**config.mk**
```make
export PLATFORM = sky130hd
export DESIGN_NAME = time_slot_bitmap_core
export DESIGN_NICKNAME = d
export VERILOG_FILES = /design/src/hw/rtl/tsb_pkg.sv /design/src/hw/rtl/tsb_ram.sv /design/src/hw/rtl/time_slot_bitmap_core.sv
export VERILOG_INCLUDE_DIRS = /design/src /design/src/hw/rtl
export SDC_FILE = /design/constraint.sdc
export NUM_CORES = 2
export LEC_CHECK = 0
export BUFFER_PORTS_ARGS = -buffer_cell sky130_fd_sc_hd__buf_2
export CORE_MARGIN = 1.5
export CORE_UTILIZATION = 30
export DETAILED_ROUTE_END_ITERATION = 10
export SETUP_SLACK_MARGIN = 0.05
export SYNTH_ARGS = -nofsm -noshare
export SYNTH_HDL_FRONTEND = slang
export SYNTH_HIERARCHICAL = 1
export SYNTH_SLANG_ARGS = --single-unit
```
**constraint.sdc**
```tcl
create_clock -name clk -period 13.24 [get_ports clk]
set_clock_uncertainty 0.05 [all_clocks]
set_input_delay 2.648 -clock clk [delete_from_list [all_inputs] [get_ports clk]]
set_output_delay 2.648 -clock clk [all_outputs]
set_load 0.02 [all_outputs]
```
**src/hw/rtl/time_slot_bitmap_core_assert.svh**
```systemverilog
// Assertion macros for the time slot bitmap core.
// Included by the top level; uses its clk and rst_n signals.
`ifndef TIME_SLOT_BITMAP_CORE_ASSERT_SVH
`define TIME_SLOT_BITMAP_CORE_ASSERT_SVH

// The consequent must hold in the same cycle as the antecedent.
`define TSB_ASSERT_SAME(label, ante, cons, msg) \
  label: assert property (@(posedge clk) disable iff (!rst_n) (ante) |-> (cons)) \
    else $error(msg);

// The consequent must hold in the cycle after the antecedent.
`define TSB_ASSERT_NEXT(label, ante, cons, msg) \
  label: assert property (@(posedge clk) disable iff (!rst_n) (ante) |=> (cons)) \
    else $error(msg);

`endif

```
**src/hw/rtl/tsb_pkg.sv**
```systemverilog
// Shared types and constants for the time slot bitmap core.
// No dependencies; used by the core and its instances.
package tsb_pkg;

  localparam int SLOTS_DEF     = 1440;
  localparam int WORD_BITS_DEF = 32;

  localparam int OPCODE_W = 3;
  localparam int SLOT_W   = 11;
  localparam int STATUS_W = 2;

  typedef enum logic [OPCODE_W-1:0] {
    OP_SET   = 3'd0,
    OP_CLEAR = 3'd1,
    OP_FILL  = 3'd2,
    OP_EMPTY = 3'd3,
    OP_QUERY = 3'd4
  } opcode_t;

  typedef enum logic [STATUS_W-1:0] {
    ST_OK           = 2'd0,
    ST_BAD_RANGE    = 2'd1,
    ST_OUT_OF_RANGE = 2'd2
  } status_t;

  typedef enum logic {
    S_IDLE  = 1'b0,
    S_SWEEP = 1'b1
  } state_t;

endpackage

```
**src/hw/rtl/tsb_ram.sv**
```systemverilog
// Generic single-clock RAM with one write port and one registered read port.
// No dependencies.
module tsb_ram #(
  parameter int WIDTH = 32,
  parameter int DEPTH = 45,
  localparam int AW = (DEPTH > 1) ? $clog2(DEPTH) : 1
) (
  input  logic             clk,
  input  logic             we,
  input  logic [AW-1:0]    waddr,
  input  logic [WIDTH-1:0] wdata,
  input  logic             re,
  input  logic [AW-1:0]    raddr,
  output logic [WIDTH-1:0] rdata
);

  logic [WIDTH-1:0] mem [DEPTH];
  logic [WIDTH-1:0] rdata_r;

  always_ff @(posedge clk) begin
    if (we) begin
      mem[waddr] <= wdata;
    end
    if (re) begin
      rdata_r <= mem[raddr];
    end
  end

  assign rdata = rdata_r;

endmodule

```
**src/hw/rtl/time_slot_bitmap_core.sv**
```systemverilog
// Time slot bitmap core: one bit per slot, held in a word-wide RAM.
// Depends on tsb_pkg, tsb_ram and time_slot_bitmap_core_assert.svh.
//
// An item is taken when start is high and busy is low; its single result
// shows on the out_ ports for one cycle with out_strobe high, and the
// receiver cannot hold it off. Empty, unused opcodes, and any set, clear or
// query that is rejected with an error status finish without a sweep: the
// result strobes in the cycle after the item is taken. A set or clear with a
// good range, fill, and a query of a slot below the end sweep every RAM word
// with one read-modify-write per cycle; such an item's result strobes once the
// last word has been written back, and the next item can be taken at the edge
// that ends the strobe. The bitmap reads as empty right after reset; a per-word
// valid bit stands in for a clearing pass.
module time_slot_bitmap_core #(
  parameter int SLOTS     = tsb_pkg::SLOTS_DEF,
  parameter int WORD_BITS = tsb_pkg::WORD_BITS_DEF
) (
  input  logic                          clk,
  input  logic                          rst_n,
  input  logic                          start,
  output logic                          busy,
  input  logic [tsb_pkg::OPCODE_W-1:0]  in_opcode,
  input  logic [tsb_pkg::SLOT_W-1:0]    in_slot_first,
  input  logic [tsb_pkg::SLOT_W-1:0]    in_slot_last,
  output logic                          out_strobe,
  output logic [tsb_pkg::STATUS_W-1:0]  out_status,
  output logic                          out_slot_filled
);

  localparam int SLOT_DEPTH = (SLOTS + WORD_BITS - 1) / WORD_BITS;
  localparam int AW         = (SLOT_DEPTH > 1) ? $clog2(SLOT_DEPTH) : 1;
  localparam int CW         = $clog2(SLOT_DEPTH + 1);
  localparam int SPAN_W     = $clog2(SLOT_DEPTH * WORD_BITS + WORD_BITS);
  localparam int SLOT_W     = tsb_pkg::SLOT_W;
  localparam int CMP_W      = (SPAN_W > SLOT_W) ? SPAN_W : SLOT_W;

  tsb_pkg::state_t  state_r, state_nxt;
  tsb_pkg::opcode_t op_r, op_nxt;
  logic [SLOT_W-1:0]     lo_r, lo_nxt;
  logic [SLOT_W-1:0]     hi_r, hi_nxt;
  logic [CW-1:0]         rd_cnt_r, rd_cnt_nxt;
  logic                  pend_r, pend_nxt;
  logic [AW-1:0]         wr_word_r, wr_word_nxt;
  logic                  rd_ok_r, rd_ok_nxt;
  logic [SPAN_W-1:0]     base_r, base_nxt;
  logic                  hit_r, hit_nxt;
  logic [SLOT_DEPTH-1:0] valid_r, valid_nxt;

  logic                  strobe_r, strobe_nxt;
  logic [tsb_pkg::STATUS_W-1:0] status_r, status_nxt;
  logic                  filled_r, filled_nxt;

  logic                  mem_re, mem_we;
  logic [AW-1:0]         mem_raddr;
  logic [WORD_BITS-1:0]  mem_rdata, mem_wdata;
  logic [WORD_BITS-1:0]  old_word, mask;
  logic [SLOT_W-1:0]     last_eff;
  logic                  accept;

  tsb_ram #(
    .WIDTH (WORD_BITS),
    .DEPTH (SLOT_DEPTH)
  ) u_ram (
    .clk   (clk),
    .we    (mem_we),
    .waddr (wr_word_r),
    .wdata (mem_wdata),
    .re    (mem_re),
    .raddr (mem_raddr),
    .rdata (mem_rdata)
  );

  assign busy   = (state_r != tsb_pkg::S_IDLE);
  assign accept = start && !busy;

  // Bits of the word in the write stage whose slot lies in [lo, hi].
  always_comb begin
    for (int b = 0; b < WORD_BITS; b++) begin
      mask[b] = (CMP_W'(base_r) + CMP_W'(b) >= CMP_W'(lo_r)) &&
                (CMP_W'(base_r) + CMP_W'(b) <= CMP_W'(hi_r));
    end
  end

  assign old_word  = rd_ok_r ? mem_rdata : '0;
  assign mem_wdata = (op_r == tsb_pkg::OP_CLEAR) ? (old_word & ~mask) : (old_word | mask);
  assign last_eff  = (in_slot_last == '0) ? in_slot_first : in_slot_last;
  assign mem_raddr = rd_cnt_r[AW-1:0];

  always_comb begin
    state_nxt   = state_r;
    op_nxt      = op_r;
    lo_nxt      = lo_r;
    hi_nxt      = hi_r;
    rd_cnt_nxt  = rd_cnt_r;
    pend_nxt    = 1'b0;
    wr_word_nxt = wr_word_r;
    rd_ok_nxt   = rd_ok_r;
    base_nxt    = base_r;
    hit_nxt     = hit_r;
    valid_nxt   = valid_r;
    strobe_nxt  = 1'b0;
    status_nxt  = status_r;
    filled_nxt  = filled_r;
    mem_re      = 1'b0;
    mem_we      = 1'b0;

    case (state_r)
      tsb_pkg::S_IDLE: begin
        if (accept) begin
          op_nxt     = tsb_pkg::opcode_t'(in_opcode);
          rd_cnt_nxt = '0;
          base_nxt   = '0;
          hit_nxt    = 1'b0;
          status_nxt = tsb_pkg::ST_OK;
          filled_nxt = 1'b0;
          case (in_opcode)
            tsb_pkg::OP_SET, tsb_pkg::OP_CLEAR: begin
              lo_nxt = in_slot_first;
              hi_nxt = last_eff;
              if (in_slot_first > last_eff) begin
                status_nxt = tsb_pkg::ST_BAD_RANGE;
                strobe_nxt = 1'b1;
              end else if (32'(last_eff) >= 32'(SLOTS)) begin
                status_nxt = tsb_pkg::ST_OUT_OF_RANGE;
                strobe_nxt = 1'b1;
              end else begin
                state_nxt = tsb_pkg::S_SWEEP;
              end
            end
            tsb_pkg::OP_FILL: begin
              lo_nxt    = '0;
              hi_nxt    = SLOT_W'(SLOTS - 1);
              state_nxt = tsb_pkg::S_SWEEP;
            end
            tsb_pkg::OP_EMPTY: begin
              valid_nxt  = '0;
              strobe_nxt = 1'b1;
            end
            tsb_pkg::OP_QUERY: begin
              lo_nxt = in_slot_first;
              hi_nxt = in_slot_first;
              if (32'(in_slot_first) >= 32'(SLOTS)) begin
                status_nxt = tsb_pkg::ST_OUT_OF_RANGE;
                strobe_nxt = 1'b1;
              end else begin
                state_nxt = tsb_pkg::S_SWEEP;
              end
            end
            default: begin
              strobe_nxt = 1'b1;
            end
          endcase
        end
      end
      tsb_pkg::S_SWEEP: begin
        // Read word k while word k-1 is modified and written back.
        if (rd_cnt_r < CW'(SLOT_DEPTH)) begin
          mem_re      = 1'b1;
          rd_cnt_nxt  = rd_cnt_r + CW'(1);
          pend_nxt    = 1'b1;
          wr_word_nxt = mem_raddr;
          rd_ok_nxt   = valid_r[mem_raddr];
        end
        if (pend_r) begin
          base_nxt = base_r + SPAN_W'(WORD_BITS);
          hit_nxt  = hit_r | (|(old_word & mask));
          if (op_r != tsb_pkg::OP_QUERY) begin
            mem_we             = 1'b1;
            valid_nxt[wr_word_r] = 1'b1;
          end
          if (wr_word_r == AW'(SLOT_DEPTH - 1)) begin
            state_nxt  = tsb_pkg::S_IDLE;
            strobe_nxt = 1'b1;
            filled_nxt = (op_r == tsb_pkg::OP_QUERY) && (hit_r | (|(old_word & mask)));
          end
        end
      end
      default: begin
        state_nxt = tsb_pkg::S_IDLE;
      end
    endcase
  end

  always_ff @(posedge clk) begin
    if (!rst_n) begin
      state_r  <= tsb_pkg::S_IDLE;
      pend_r   <= 1'b0;
      strobe_r <= 1'b0;
      valid_r  <= '0;
    end else begin
      state_r  <= state_nxt;
      pend_r   <= pend_nxt;
      strobe_r <= strobe_nxt;
      valid_r  <= valid_nxt;
    end
  end

  always_ff @(posedge clk) begin
    op_r      <= op_nxt;
    lo_r      <= lo_nxt;
    hi_r      <= hi_nxt;
    rd_cnt_r  <= rd_cnt_nxt;
    wr_word_r <= wr_word_nxt;
    rd_ok_r   <= rd_ok_nxt;
    base_r    <= base_nxt;
    hit_r     <= hit_nxt;
    status_r  <= status_nxt;
    filled_r  <= filled_nxt;
  end

  assign out_strobe      = strobe_r;
  assign out_status      = status_r;
  assign out_slot_filled = filled_r;

`include "time_slot_bitmap_core_assert.svh"

  `TSB_ASSERT_NEXT(a_item_progresses, accept, out_strobe || busy,
    "accepted item neither finished nor started a sweep")
  `TSB_ASSERT_SAME(a_no_write_idle, state_r == tsb_pkg::S_IDLE, !mem_we,
    "bitmap RAM written while idle")
  `TSB_ASSERT_SAME(a_filled_only_ok, out_strobe && (out_status != tsb_pkg::ST_OK),
    !out_slot_filled, "slot reported filled on an error status")

endmodule

```
==> run_results.csv <==
group,metric,value,unit
sta,min_period,4.99,ns
yosys,avgSynthCellArea,17.8,um^2
yosys,ys.flop_type,"edfxtp_1",
global_route,grt_pass1_wl,231,mm
clock_network,cts_buffer_depth,3,
setup_path,critPathLaunchType,"primary input",
layout,area_delta_synth_final,14.3,%
route,wire_per_inst,24.1,um
setup_path,critPathTopFamily,"compound AO/OA/AOI/OAI gates",
clock_network,cts_hold_buf,0,
pwr,seqPwrFrac,50.5,%
flow_run,max_cap_viol_count,0,
clock_network,clock-sinks,1568,
floorplanning,die_w,463,um
clock_network,clock_latency,0.81,ns
route,drt-total-wl,158,mm
setup_path,cp_slowest_stage_delay,0.74,ns
yosys,synth.most_common_cell,"edfxtp_1",
sta,slew_violations,0,
setup_path,crit_arrival,5.60,ns
route,drc,0,
placed_design,globalplace.congestion,0.883,
yosys,netlist.area_leader.share,71.9,%
floorplanning,start_util,30.2,%
global_route,grt_pass1_vias,33300,
clock_network,cts_tree,"yes",
floorplanning,std_cell_rows,168,
sta,setup-violations-final,0,
setup_path,crit_buf_inv,1,
yosys,synthArstFlopShare,0,%
clock_network,cts_made_buffers,158,
setup_path,path_max_fanout,23,
yosys,synthTopCellsByCount,"1520 x edfxtp_1, 526 x mux2i_1, 156 x a21oi_1",
hold_path,hold_class,"reg2reg",
pwr,clkPwrFrac,37.6,%
route,via_count,33600,
placed_design,post-dp-hpwl,87.9,mm
route,first_pass_iters,6,
clock_network,post_cts_buffers,0,
layout,fillers,19500,
pwr,p_int,0.00855,W
sta,rsz0062_at_grt,"no",
yosys,ys_seq_area_share,73.4,%
route,dr.first_iter.drc_count,3544,
sta,hold_viol_final,0,
yosys,synth_edf_count,1520,
pwr,leakage,23.1,nW
clock_network,clk_pin_slew_worst_paths,0.07,ns
yosys,synth_area_leaders,"edfxtp_1 72%, mux2i_1 8.3%, mux4_2 5.0%",
sta,tns,0,ns
sta,tightest_slew,1.26,ns
clock_network,post_cts_resize_count,0,
floorplanning,die_area,214000,um^2
pwr,power,0.0114,W
sta,period_share,37.7,%
layout,drive_gt1_share,16.5,%
global_route,grtUsageTotal,14.4,%
global_route,grt_overflow,0,
setup_path,crit_required,13.85,ns
pwr,vdd_drop_max,153,uV
yosys,synth_top_area_cell,"edfxtp_1",
placed_design,io_buffers,32,
yosys,synthCells,3557,
yosys,yosys_warnings,6,
setup_path,end_kind,"register",
sta,slew_headroom,14.3,%
route,antenna_left,0,
placed_design,placed_cells,6282,
sta,fmax,0.201,GHz
layout,final_cells,6575,
yosys,synthDistinctLibCells,82,
floorplanning,die_y,463,um
status,status,"complete, no violations",
yosys,netlist_area,63500,um^2
floorplanning,core_area,210000,um^2
yosys,ys_ff_latch,1568,
layout,fin_nets,3693,
setup_path,critPathSlowestCell,"and4_1",
clock_network,clock-root-buffer,"clkbuf_16",
pwr,p_sw,0.00281,W
route,vias_per_cell,5.11,
clock_network,cts_max_level,4,
floorplanning,io_pins,33,
yosys,synth_nets,3610,
global_route,antenna_found_initial,9,
setup_path,cp_cell_sequence,"buf_2 > nor3_1 > and4_1 > a21oi_1 > ha_1 > nor2b_1 > o21a_1 > o21a_1 > o21ai_0 > o211a_1 > o211ai_1 > a211o_1 > a21oi_1",
pwr,pwr-share-comb,11.9,%
global_route,grt_max_degree,125,
setup_path,critPathKind,"in2reg",
pwr,pwr_density_cell,157,nW/um^2
pwr,switching_share,24.8,%
-- layout by cell type (no fill, tap or decap), types with 65 or more instances in the layout --
cell type,count
edfxtp_1,1520
a221oi_1,67
clkbuf_16,160
a22oi_1,134
a22o_1,65
mux2i_1,514
mux4_2,142
buf_4,94
a21oi_1,155
nand2_1,98
nor2_1,87
-- logic make-up after synthesis --
kind of cell / Yosys count / share of synthesized area (%)
buffers and inverters: 240 / 1.98
AO/OA/AOI/OAI: 628 / 7.42
AND/OR/NAND/NOR: 420 / 3.25
XOR/XNOR: 7 / 0.0966
multiplexers: 669 / 13.3
flip-flops: 1568 / 73.4
adder cells (fa/ha/maj): 25 / 0.493
-- sequential cells by signal (all words and copies together), names as in the netlist, 2 cells and up --
register	flops
valid_r	45
u_ram/mem	1440
out_status	2
wr_word_r	6
base_r	6
lo_r	11
mem_raddr	6
op_r	3
u_ram/rdata	32
hi_r	11
-- final timing paths --
check / from / to / slack, ns / cells past startpoint
setup / recovery: in_slot_last[1] / out_status[1] / 8.25 / 13
hold / removal: valid_r[26] / valid_r[26] / 0.41 / 2
setup reg to reg: mem_raddr[0] / u_ram/rdata[28] / 8.45 / 9
hold reg to reg: valid_r[26] / valid_r[26] / 0.41 / 2
-- per-stage QoR --
| step | util [%] | hold slack, ns | cell area, um^2 | setup slack (ns) |
|---|---|---|---|---|
| finish | 34.6 | 0.411 | 72600 | 8.25 |
| global route | 34.5 | 0.435 | 72500 | 8.01 |
| CTS | 34.5 | 0.414 | 72500 | 8.30 |
| floorplan | - | 0.379 | 63500 | 7.76 |
| detailed placement | 32.2 | 0.401 | 67500 | 7.43 |
| global placement | 32.2 | 0.394 | 67500 | 7.44 |
-- layer usage --
metal	vias up	share of wire [%]	routed length (um)	track usage, %
met1	17700	44	69000	19.7
met2	989	48	75300	23.4
met4	0	2.5	3890	4.18
met3	236	6.4	10100	2.67
li1	14700	-	-	-
met5	-	0	0	0
-- power groups by stage --
stage | Combinational [W] | Sequential (W) | Clock (W)
final | 0.00135 | 0.00574 | 0.00427
after global routing | 0.00145 | 0.00574 | 0.00455
after detailed placement | 0.00134 | 0.00585 | 0
after floorplan | 0.000860 | 0.00585 | 0
after CTS | 0.00134 | 0.00574 | 0.00436
after global placement | 0.00132 | 0.00584 | 0
-- worst min-delay path, cell delays in order, from the launching register on --
cell and delay [ns]:
dfxtp_1 0.32, a21oi_1 0.04, nor2_1 0.07
-- cell type report --
class	count	area, um^2	area share, %
Multi-Input combinational cell	1749	16300	22.5
Inverter	29	109	0.150
Sequential cell	1568	46600	64.2
Tap cell	2805	3510	4.84
Clock buffer	198	4180	5.76
Antenna cell	9	22.5	0.0310
Clock inverter	83	764	1.05
Timing Repair Buffer	134	1050	1.45
(Power assumes the default switching activity.)
